[config.mk]
export PLATFORM = sky130hd
export DESIGN_NAME = afr_queue
export DESIGN_NICKNAME = d
export VERILOG_FILES = /design/src/hdl/afr_pkg.sv /design/src/hdl/afr_queue.sv
export SDC_FILE = /design/constraint.sdc
export NUM_CORES = 1
export LEC_CHECK = 0
export BUFFER_PORTS_ARGS = -buffer_cell sky130_fd_sc_hd__buf_2
export CAP_MARGIN = 20
export CORE_MARGIN = 1
export CORE_UTILIZATION = 60
export CTS_BUF_LIST = sky130_fd_sc_hd__clkbuf_8
export CTS_CLUSTER_SIZE = 25
export DETAILED_ROUTE_END_ITERATION = 10
export GPL_TIMING_DRIVEN = 0
export PLACE_DENSITY = 0.89
export SLEW_MARGIN = 10
export SYNTH_ARGS = -nofsm -noshare
export SYNTH_HDL_FRONTEND = slang
export SYNTH_SLANG_ARGS = --single-unit
export TNS_END_PERCENT = 30
[constraint.sdc]
create_clock -name clk -period 7.3 [get_ports clk]
set_clock_uncertainty 0.15 [all_clocks]
set_input_delay 1.095 -clock clk [delete_from_list [all_inputs] [get_ports clk]]
set_output_delay 1.095 -clock clk [all_outputs]
set_load 0.005 [all_outputs]
[src/hdl/afr_pkg.sv]
// Shared types and constants for the aspect fit/fill rectangle placer.
package afr_pkg;

    localparam int DIV_BITS = 30;
    localparam int QUEUE_DEPTH = 4;

    // Placement class decided by the front end
    localparam logic [2:0] K_EQUAL  = 3'd0;
    localparam logic [2:0] K_DEST   = 3'd1;
    localparam logic [2:0] K_CENTER = 3'd2;
    localparam logic [2:0] K_ZERO   = 3'd3;
    localparam logic [2:0] K_SCALE  = 3'd4;

    typedef struct packed {
        logic [2:0]         kind;
        logic               fit;
        logic signed [15:0] dx;
        logic signed [15:0] dy;
        logic [14:0]        sw;
        logic [14:0]        sh;
        logic [14:0]        dw;
        logic [14:0]        dh;
    } job_t;

endpackage

[src/hdl/afr_queue.sv]
// Small FIFO of classified jobs between front and back end.
module afr_queue
    import afr_pkg::*;
(
    input  logic clk,
    input  logic rst_n,
    input  logic push,
    input  job_t wr_job,
    output logic full,
    input  logic pop,
    output job_t rd_job,
    output logic empty
);

    localparam int PW = $clog2(QUEUE_DEPTH);

    job_t            slot_reg [QUEUE_DEPTH];
    logic [PW-1:0]   wr_ptr_reg;
    logic [PW-1:0]   rd_ptr_reg;
    logic [PW:0]     count_reg;

    assign full   = (count_reg == (PW+1)'(QUEUE_DEPTH));
    assign empty  = (count_reg == '0);
    assign rd_job = slot_reg[rd_ptr_reg];

    // pointers and fill count
    always_ff @(posedge clk or negedge rst_n)
    begin
        if (!rst_n)
        begin
            wr_ptr_reg <= '0;
            rd_ptr_reg <= '0;
            count_reg  <= '0;
        end
        else
        begin
            if (push)
                wr_ptr_reg <= wr_ptr_reg + 1'b1;
            if (pop)
                rd_ptr_reg <= rd_ptr_reg + 1'b1;
            if (push && !pop)
                count_reg <= count_reg + 1'b1;
            else if (pop && !push)
                count_reg <= count_reg - 1'b1;
        end
    end

    // storage
    always_ff @(posedge clk)
    begin
        if (push)
            slot_reg[wr_ptr_reg] <= wr_job;
    end

    a_no_overflow: assert property (@(posedge clk) disable iff (!rst_n) !(push && full))
        else $error("queue written while full");
    a_no_underflow: assert property (@(posedge clk) disable iff (!rst_n) !(pop && empty))
        else $error("queue read while empty");
    a_count_range: assert property (@(posedge clk) disable iff (!rst_n)
        count_reg <= (PW+1)'(QUEUE_DEPTH))
        else $error("queue count out of range");

endmodule

==> impl_results.md <==
- Resize count post-CTS: 0
- Crit Path Class: reg -> out
- P_leak: 5.85 nW
- Clock latency on the worst-skew pair: 570 ps
- Hold WS: 195 ps
- Initial antenna violation count: 4
- Site Rows: 55
- Most frequent cells in the layout: 384 x edfxtp_1, 209 x buf_2, 96 x mux4_2, 57 x clkbuf_8, 25 x inv_1
- Synth Instances: between 500 and 600
- CP Capture Type: output port
- Worst Max-Slew Pin Slew: 762 ps
- Worst EP arrival: 2310 ps
- Post-DR wirelength/cell: 22.7 um
- Min Tclk post-route: approximately 3600 ps
- Final net count: between 900 and 1000
- Number of synthesized flops with an enable pin: 384
- Final Setup Violations: 0
- Share of cells above drive strength 1: 46.1%
- Seq/Total Area, Yosys: 82.3%
- Total Routing Usage GR: 22.2%
- Global-route wire length before repair: 39000 um
- Number of max-cap violations: 0
- Core area: 0.0229 mm^2
- Most used cell, CP: buf_2
- Post-DP HPWL: 16300 um
- CTS tree: done
- Hold WC Path Type: in -> async
- Worst-path fanout max: 10
- Cell variety after synth: 20
- Area of the mapped netlist: 0.0142 mm^2
- Grt ovf: 0
- CTS root buf: clkbuf_8
- Via Count: 6560
- Layout overhead on the synthesized area: 17.8%
- Ys flop type: edfxtp_1
- Mean Syn Cell Area: 26.5 um^2
- Pre-antenna DRT Iters: 5
- Power density of the placed cells: 384 mW/mm^2
- Starting Density: slightly above 60%
- Routed WL: 26300 um
- Finished Core Util: between 70% and 80%
- Total setup buffers inserted after CTS: 0
- Mean number of vias per cell: 5.66
- Slowest CP cell: mux4_2
- Critical path cell sequence: buf_2 -> buf_2 -> buf_2 -> mux4_2 -> buf_2
- RSZ-0062 raised after global routing: no
- Largest register FFs: approximately 380
- Drt first-iter violations: about 520
- Crit path largest cell delay: ~400 ps
- Commonest non-fill, non-tap cell in the layout: edfxtp_1
- Startpoint Class: register
- Synth Net Count: 642
- Worst path required time: between 6000 and 7000 ps
- H-tree Lvls: 2
- Fin. Hold Viols: 0
- Max Clk Rate: 0.281 GHz
- Warnings, synthesis: 0
- Die area: approximately 0.024 mm^2
- Relative slew slack: 49.2%
- Clock net sink count: 391
- Buffers on Ports: 197
- Chip height: 156 um
- Number of top-level pins: 198
- Pin count of the biggest net entering global routing: 52
- Die width: 156 um
- CTS Buffer Depth: 3
- Max Slew Vio Count: 0
- Synthesis-stage register bit count: 391
- GPL Wtd Cong: 0.746
- Post-CTS Hold Fix Bufs: 0
- Cts bufs inserted: 57
- Detail Route Antenna Nets: 0
- Residual DRC: 0
- CTS clk-pin slew, worst paths: 60 ps
- Final setup TNS: 0 ps
- Fraction of registers with async set or reset after synthesis: 1.79%
- Vias in the first global route: slightly below 7000
- Status: finished clean
- Worst vdd ir: 254 uV
- Final Cycle Share: 48.7%
-- kinds of logic after synthesis --
family	Yosys count	synth area share (%)
flip-flops	391	82.3
XOR/XNOR	6	0.369
AND/OR/NAND/NOR	9	0.343
adder cells (fa/ha/maj)	6	0.581
AO/OA/AOI/OAI	1	0.0352
buffers and inverters	26	1.09
multiplexers	97	15.3
-- final cells by class --
class / count / area (um^2)
sequential: 391 / 11700
fill: 1269 / 6160
multi-input combinational: 119 / 2370
timing repair buffer: 201 / 1100
clock buffer: 57 / 785
tap: 313 / 392
clock inverter: 47 / 241
buffer: 22 / 140
inverter: 4 / 15.0
antenna: 4 / 10.0
-- per-layer routing --
metal  GRT usage, %  share of wire [%]  up-vias
met5              0                  0        -
met4           8.50                2.2        0
met3           5.06                6.9       44
met2           38.5                 54      277
met1           27.3                 37     3391
li1               -                  -     2848
-- cells in the mapped netlist (2+ instances only) --
cell      count  share of area [%]
buf_2        12               0.42
xnor2_1       2               0.12
clkbuf_1      5               0.13
ha_1          5               0.44
mux4_2       96                 15
inv_1         4               0.11
and2_1        4               0.18
nand2_1       2              0.053
buf_6         3               0.24
xor2_1        4               0.25
edfxtp_1    384                 81
dfrtp_1       7                1.2
-- metrics by stage --
step                      area (um^2)  worst slack (ps)  instances  total power, mW
after global routing            16800              3630       1157             6.74
after detailed placement        15700              4350       1050             4.97
after floorplan                 14200              3370        536             4.21
after global placement          15600              1790       1046             4.90
final                           16800              3740       1158             6.44
after CTS                       16700              3660       1154             6.51
-- worst max-delay path, delay by kind of cell (launching register included) --
family | cells | cell delay (ps)
muxes | 1 | 390
DFF | 1 | 310
buffers and inverters | 4 | 1030
-- final timing paths --
path                               startpoint         endpoint  slack, ps  cells after the start
worst max-delay path            rd_ptr_reg[1]       rd_job[46]       3740                      5
worst min-delay path                    rst_n     count_reg[2]        200                      1
min in group clk                 count_reg[2]     count_reg[2]        350                      1
worst min register to register   count_reg[2]     count_reg[2]        350                      1
max in group asynchronous               rst_n    rd_ptr_reg[0]       6640                      1
worst max register to register  wr_ptr_reg[0]  slot_reg[0][15]       5110                      4
-- power by group --
group	switching, mW	internal (mW)	total (mW)
Clock	0.775	0.768	1.54
Sequential	0.106	2.94	3.04
Combinational	0.938	0.911	1.85
Total	1.82	4.62	6.44
Note: power is estimated with default switching activity, not from simulation.
