## config.mk

```make
export PLATFORM = sky130hd
export DESIGN_NAME = afr_front_flat
export DESIGN_NICKNAME = d
export VERILOG_FILES = /design/src/hdl/afr_pkg.sv /design/src/hdl/afr_if.sv /design/src/hdl/afr_front.sv /design/src/flat_wrapper.sv
export SDC_FILE = /design/constraint.sdc
export NUM_CORES = 1
export LEC_CHECK = 0
export BUFFER_PORTS_ARGS = -buffer_cell sky130_fd_sc_hd__buf_2
export CAP_MARGIN = 10
export CORE_AREA = 2 2 88 90
export DETAILED_ROUTE_END_ITERATION = 6
export DIE_AREA = 0 0 90 92
export PLACE_DENSITY = 0.66
export REMOVE_ABC_BUFFERS = 1
export SKIP_LAST_GASP = 1
export SYNTH_ARGS = -nofsm -noshare
export SYNTH_HDL_FRONTEND = slang
export SYNTH_SLANG_ARGS = --single-unit
```

## constraint.sdc

```tcl
create_clock -name vclk -period 1.2
set_input_delay 0.12 -clock vclk [all_inputs]
set_output_delay 0.12 -clock vclk [all_outputs]
set_load 0.02 [all_outputs]
```

## src/hdl/afr_pkg.sv

```systemverilog
// Shared types and constants for the aspect fit/fill rectangle placer.
package afr_pkg;

    localparam int DIV_BITS = 30;
    localparam int QUEUE_DEPTH = 4;

    // Placement class decided by the front end
    localparam logic [2:0] K_EQUAL  = 3'd0;
    localparam logic [2:0] K_DEST   = 3'd1;
    localparam logic [2:0] K_CENTER = 3'd2;
    localparam logic [2:0] K_ZERO   = 3'd3;
    localparam logic [2:0] K_SCALE  = 3'd4;

    typedef struct packed {
        logic [2:0]         kind;
        logic               fit;
        logic signed [15:0] dx;
        logic signed [15:0] dy;
        logic [14:0]        sw;
        logic [14:0]        sh;
        logic [14:0]        dw;
        logic [14:0]        dh;
    } job_t;

endpackage

```

## src/hdl/afr_if.sv

```systemverilog
// Request and response channel interfaces of the rectangle placer.
interface afr_req_if;
    logic               valid;
    logic               ready;
    logic signed [15:0] src_x;
    logic signed [15:0] src_y;
    logic [14:0]        src_w;
    logic [14:0]        src_h;
    logic signed [15:0] dst_x;
    logic signed [15:0] dst_y;
    logic [14:0]        dst_w;
    logic [14:0]        dst_h;
    logic               mode_fit;
    logic               mode_fill;

    modport source (output valid, src_x, src_y, src_w, src_h, dst_x, dst_y, dst_w, dst_h,
                     mode_fit, mode_fill, input ready);
    modport sink (input valid, src_x, src_y, src_w, src_h, dst_x, dst_y, dst_w, dst_h,
                   mode_fit, mode_fill, output ready);
endinterface


```

## src/hdl/afr_front.sv

```systemverilog
// Front end: takes request items and classifies them into jobs.
module afr_front
    import afr_pkg::*;
(
    afr_req_if.sink req,
    input  logic    q_full,
    output logic    push,
    output job_t    job
);

    logic same;

    assign req.ready = !q_full;
    assign push      = req.valid && !q_full;

    // classification
    always_comb
    begin
        same = (req.src_x == req.dst_x) && (req.src_y == req.dst_y) &&
               (req.src_w == req.dst_w) && (req.src_h == req.dst_h);
        job.fit = req.mode_fit;
        job.dx  = req.dst_x;
        job.dy  = req.dst_y;
        job.sw  = req.src_w;
        job.sh  = req.src_h;
        job.dw  = req.dst_w;
        job.dh  = req.dst_h;
        if (same)
            job.kind = K_EQUAL;
        else if (req.mode_fit && req.mode_fill)
            job.kind = K_DEST;
        else if (!req.mode_fit && !req.mode_fill)
            job.kind = K_CENTER;
        else if (req.src_w == '0 || req.src_h == '0)
            job.kind = K_ZERO;
        else
            job.kind = K_SCALE;
    end

endmodule

```

## src/flat_wrapper.sv

```systemverilog
// flat-port wrapper written by rule: the top's interface ports become plain ports
module afr_front_flat import afr_pkg::*;
  (q_full, push, job, req_valid, req_src_x, req_src_y, req_src_w, req_src_h, req_dst_x, req_dst_y, req_dst_w, req_dst_h, req_mode_fit, req_mode_fill, req_ready);
  afr_req_if req_i ();
  input  logic q_full;
  output logic push;
  output job_t job;
  input wire logic [$bits(req_i.valid)-1:0] req_valid;
  input wire logic [$bits(req_i.src_x)-1:0] req_src_x;
  input wire logic [$bits(req_i.src_y)-1:0] req_src_y;
  input wire logic [$bits(req_i.src_w)-1:0] req_src_w;
  input wire logic [$bits(req_i.src_h)-1:0] req_src_h;
  input wire logic [$bits(req_i.dst_x)-1:0] req_dst_x;
  input wire logic [$bits(req_i.dst_y)-1:0] req_dst_y;
  input wire logic [$bits(req_i.dst_w)-1:0] req_dst_w;
  input wire logic [$bits(req_i.dst_h)-1:0] req_dst_h;
  input wire logic [$bits(req_i.mode_fit)-1:0] req_mode_fit;
  input wire logic [$bits(req_i.mode_fill)-1:0] req_mode_fill;
  output wire logic [$bits(req_i.ready)-1:0] req_ready;
  assign req_i.valid = req_valid;
  assign req_i.src_x = req_src_x;
  assign req_i.src_y = req_src_y;
  assign req_i.src_w = req_src_w;
  assign req_i.src_h = req_src_h;
  assign req_i.dst_x = req_dst_x;
  assign req_i.dst_y = req_dst_y;
  assign req_i.dst_w = req_dst_w;
  assign req_i.dst_h = req_dst_h;
  assign req_i.mode_fit = req_mode_fit;
  assign req_i.mode_fill = req_mode_fill;
  assign req_ready = req_i.ready;
  afr_front u_core (.req(req_i), .q_full(q_full), .push(push), .job(job));
endmodule
```

==> results of run 1 <==
timing repair:
item / in CTS / in global routing
pin swaps: 7 / 4
gates resized for setup: 13 / 14
setup buffers: 0 / 0
endpoints found under the setup margin: 3 / 3
gates cloned: 0 / 0
final timing paths:
check / start / to / slack, ns
min: req_dst_w[6] / job[21] / 0.46
max: req_dst_h[3] / job[93] / -0.57
metal layers:
layer  part of all wire [%]  up-vias  GRT usage, %
met3                    8.3        0        0.8217
met5                      0        -             0
li1                       -      903             -
met1                     35      816         12.60
met2                     56      121         26.38
met4                      0        0        0.1282
cell usage in the layout (no fill, tap or decap), types with 2 or more instances in the layout:
master	instances
nor2_1	2
nand4_1	6
nor3_1	2
buf_2	214
buf_6	12
xor2_1	61
nor4_2	4
nor4_1	17
buf_4	35
cell usage after synthesis:
| cell | instances |
|---|---|
| a31oi_1 | 1 |
| nor2b_1 | 2 |
| maj3_1 | 1 |
| buf_4 | 93 |
| a21oi_1 | 1 |
| nor4_2 | 1 |
| xnor2_1 | 1 |
| inv_1 | 1 |
| nand2_1 | 1 |
| nor4_1 | 21 |
| nor2_1 | 3 |
| xor2_1 | 62 |
| nor3_1 | 3 |
| nand4_1 | 6 |
power by group through the flow:
| stage | sequential [mW] | combinational, mW | clock (mW) |
|---|---|---|---|
| after CTS | 0 | 1.02 | 0 |
| after global routing | 0 | 1.10 | 0 |
| after floorplan | 0 | 0.178 | 0 |
| after global placement | 0 | 0.972 | 0 |
| final | 0 | 1.03 | 0 |
| after detailed placement | 0 | 0.980 | 0 |
layout make-up:
cell class                 instances  area (sq um)  area share [%]
multi-input combinational        103         854.6           34.81
inverter                           1         3.754          0.1529
timing repair buffer             261          1469           59.84
tap                              102         127.6           5.199
logic make-up after synthesis:
group                      count (synthesis)  synth area share, %
and+or+nand+nor                           37                14.94
buffers and inverters                     94                46.83
AOI/OAI and AO/OA                          2               0.7512
xor gates and xnor gates                  63                36.81
adders and majority gates                  1               0.6678
stage by stage:
step	power [mW]	TNS, ns	instances	hold slack [ns]
after global routing	1.099	-2.160	467	0.4665
after CTS	1.016	-1.890	467	0.4589
after global placement	0.9717	-2.373	467	0.4832
final	1.027	-1.696	467	0.4587
after detailed placement	0.9800	-2.260	467	0.4849
after floorplan	0.1776	-0.2405	104	0.2400
worst max-delay path, cell delays in order:
cell and delay [ns]:
buf_6 0.10, xor2_2 0.17, nor4_4 0.30, buf_4 0.16, nand4_1 0.11, nor4_2 0.31, buf_4 0.19, nor2b_2 0.05
buf_6 0.13
==> impl_metrics.py, run 1 <==
metrics = {
    "outcome": {
        "status": "finished with violations",
        "violations": "negative setup slack",
    },
    "synthesis": {
        "netlist_instances": 197,
        "mappedNetlistArea_sq_mm": 0.001499,
        "synth.area.top_cells": "buf_4 47%, xor2_1 36%, nor4_1 8.8%, nand4_1 2.5%, nor3_1 1.0%",
        "yosysWarnings": 0,
        "yosysUniqueCellTypes": 14,
        "ys_seq_area_share_pct": 0,
        "syn-mean-instance-area_sq_um": 7.609,
        "yosys.area.top_type": "buf_4",
        "synth.top_cell.area_share_pct": 46.58,
    },
    "cells_and_area": {
        "fin_util_pct": 32.96,
        "nNetsFinal": 495,
        "design_area_sq_mm": 0.002455,
        "num-fill-cells": 821,
        "clkbuf_count": 0,
        "regArea_sq_um": 0,
        "final_layout_size_suffix_gt1_share_pct": 73.97,
        "syn2layout_area_growth_pct": 63.77,
        "diodes": 0,
        "seq_cell_count": 0,
    },
    "grt": {
        "grt_start_max_net_pins": 6,
        "grt_pass1_wl_mm": 8.024,
        "grt.total_usage_pct": 11.90,
        "overflow": 0,
        "grt_pass1_vias": 1728,
        "antenna_found_initial": 0,
    },
    "timing": {
        "fin_crit_ns": 1.767,
        "slew_violations": 0,
        "grt_setup_unrepaired": "yes",
        "post-route-period-util_pct": 147.3,
        "finalHoldViolations": 0,
        "slew_headroom_pct": 77.21,
        "fmax_mhz": 565.9,
        "tightest_slew_ns": 0.3388,
        "setup_viol_count_final": 3,
        "fin_ws_ns": -0.5672,
    },
    "worst_setup_path": {
        "worst-endpoint-required_ns": 1.08,
        "cp-end-kind": "output port",
        "worstSetupPathType": "in2out",
        "critPathArrivalTime_ns": 1.65,
        "crit_fanout": 3,
        "cp-start-kind": "primary input",
    },
    "place": {
        "dp_hpwl_mm": 5.229,
        "port_buffers": 226,
        "dp_worst_setup_slack_ns": -0.7577,
        "postPlaceCellArea_sq_mm": 0.002322,
        "gp_congestion": 0.7220,
    },
    "floorplanning": {
        "core_sq_mm": 0.007447,
        "placementRows": 32,
        "die_area_sq_mm": 0.008280,
        "dieWidth_um": 90,
        "ios": 226,
        "die_h_um": 92,
        "start_util_pct": 20.13,
    },
    "pwr": {
        "p_leak_nw": 1.410,
        "power_frac_comb_pct": 100.0,
        "power.density_mw_per_mm2": 418.4,
        "peakVddDrop_v": 0.0001299,
        "internal_power_uw": 468.3,
        "clkPwrFrac_pct": 0,
        "switchingPower_uw": 558.8,
        "power_frac_seq_pct": 0,
        "p_sw_share_pct": 54.40,
    },
    "routing": {
        "ant_nets": 0,
        "post_drt_wl_per_cell_um": 12.31,
        "drtIter0Drc": 21,
        "first_pass_iters": 4,
        "drc": 0,
        "via_count": 1840,
        "via_per_inst": 3.940,
        "drt-total-wl_mm": 5.749,
    },
    "run": {
        "cap_violations": 0,
    },
    "worst_hold_path": {
        "min_path_cells": 2,
        "hold_path_class": "in2out",
    },
    "clocking": {
        "cts_hold_buf": 0,
    },
}
Note: power is estimated with default switching activity, not from simulation.
==> run 2, diff against run 1 <==
ABC_AREA = 0   (was unset)
PLACE_DENSITY = 0.74   (was 0.66)
==> run 2 against run 1 <==
Compared with the run above: the run still ends with negative setup slack left; design area fell by 2.9%; first-iteration DRC count grew 48%; combinational power barely moved; via count down 0.33%; critical path depth stayed put; highest routed layer unchanged.
==> impl_metrics.py, run 2 (synthesis results as in run 1) <==
metrics = {
    "grt": {
        "grt_pass1_vias": 1623,
        "grt.total_usage_pct": 11.73,
        "grt_start_max_net_pins": 6,
        "grt_pass1_wl_mm": 7.948,
        "overflow": 0,
        "antenna_found_initial": 0,
    },
    "worst_setup_path": {
        "crit_chain": "buf_6 > xor2_1 > nor4_4 > buf_4 > nand4_1 > nor4_2 > buf_4 > nor3_2 > buf_4",
        "cp-end-kind": "output port",
        "cp-start-kind": "primary input",
        "critPathArrivalTime_ns": 1.68,
        "crit_fanout": 3,
        "crit_path_end": "job[95]",
        "worst-endpoint-required_ns": 1.08,
        "cpPeakStageDelay_ns": 0.31,
        "worstSetupPathType": "in2out",
        "timing.critical_path.from": "req_dst_h[3]",
        "critPathMostFrequentCell": "buf_4",
        "cp_slowest_cell": "nor4_4",
    },
    "run": {
        "cap_violations": 0,
    },
    "routing": {
        "drtIter0Drc": 31,
        "drc": 0,
        "first_pass_iters": 4,
        "drt-total-wl_mm": 5.709,
        "ant_nets": 0,
        "via_count": 1834,
        "post_drt_wl_per_cell_um": 12.41,
        "via_per_inst": 3.987,
    },
    "floorplanning": {
        "die_h_um": 92,
        "die_area_sq_mm": 0.008280,
        "placementRows": 32,
        "start_util_pct": 20.13,
        "ios": 226,
        "core_sq_mm": 0.007447,
        "dieWidth_um": 90,
    },
    "cells_and_area": {
        "syn2layout_area_growth_pct": 59.02,
        "diodes": 0,
        "clkbuf_count": 0,
        "seq_cell_count": 0,
        "layout_common_cells": "218 x buf_2, 60 x xor2_1, 29 x buf_4",
        "regArea_sq_um": 0,
        "multi_input_area_sq_um": 864.6,
        "final_layout_size_suffix_gt1_share_pct": 73.46,
        "final_common_cell": "buf_2",
        "nNetsFinal": 488,
        "num-fill-cells": 802,
    },
    "pwr": {
        "peakVddDrop_v": 0.0001248,
        "p_leak_nw": 1.369,
        "power.density_mw_per_mm2": 423.4,
        "finalPower_mw": 1.009,
    },
    "outcome": {
        "status": "finished with violations",
        "violations": "negative setup slack",
    },
    "timing": {
        "finalHoldViolations": 0,
        "setup_viol_count_final": 3,
        "grt_setup_unrepaired": "yes",
        "post-route-period-util_pct": 149.7,
        "fin_ws_ns": -0.5968,
        "fmax_mhz": 556.5,
        "slew_headroom_pct": 75.96,
        "whs_ns": 0.4621,
        "tightest_slew_ns": 0.3574,
        "fin_crit_ns": 1.797,
        "slew_violations": 0,
    },
    "place": {
        "dp_worst_setup_slack_ns": -0.7148,
        "port_buffers": 226,
        "dp_hpwl_mm": 5.232,
        "gp_congestion": 0.7841,
    },
    "clocking": {
        "cts_hold_buf": 0,
    },
    "worst_hold_path": {
        "hold_path_class": "in2out",
    },
}
run 2: repair_timing:
action                                  CTS  global route
pin swaps                                 3             7
endpoints found under the setup margin    3             3
resized for setup                         7            14
gates cloned                              0             0
setup buffers                             0             0
run 2: layout make-up:
| cell class | count | area share, % |
|---|---|---|
| Inverter | 1 | 0.1575 |
| Tap cell | 102 | 5.354 |
| Multi-Input combinational cell | 103 | 36.27 |
| Timing Repair Buffer | 254 | 58.22 |
run 2: worst max-delay path, delay by kind of cell:
family,cells,cell delay (ns)
xor+xnor,1,0.17
buf+inv,4,0.59
simple gates,4,0.79
run 2: worst min-delay path by stage:
| stage | startpoint | end | slack, ns | cells after the start |
|---|---|---|---|---|
| floorplan | req_dst_h[0] | job[0] | 0.24 | 0 |
| global placement | req_dst_x[9] | job[85] | 0.48 | 2 |
| detailed placement | req_dst_y[1] | job[61] | 0.49 | 2 |
| CTS | req_dst_y[10] | job[70] | 0.47 | 2 |
| global route | req_dst_h[3] | job[3] | 0.47 | 2 |
| finish | req_dst_h[3] | job[3] | 0.46 | 2 |
run 2: power breakdown:
group          internal [mW]  switching (mW)
clock network              0               0
logic                  0.447           0.562
registers                  0               0
run 2: per-stage QoR:
stage | cells | util, % | cell area (sq um) | setup TNS, ns
global placement | 460 | 30.48 | 2270 | -2.209
global route | 460 | 32.01 | 2384 | -2.098
detailed placement | 460 | 30.48 | 2270 | -2.127
CTS | 460 | 31.03 | 2311 | -1.852
finish | 460 | 32.01 | 2384 | -1.760
floorplan | 104 | - | 800.8 | -0.2405
run 2: per-layer routing:
metal / track usage, % / wire [um] / vias up
met5: 0 / 0 / -
li1: - / - / 882
met2: 25.13 / 3184 / 119
met1: 13.00 / 2102 / 833
met4: 0.2564 / 0 / 0
met3: 0.9039 / 421 / 0
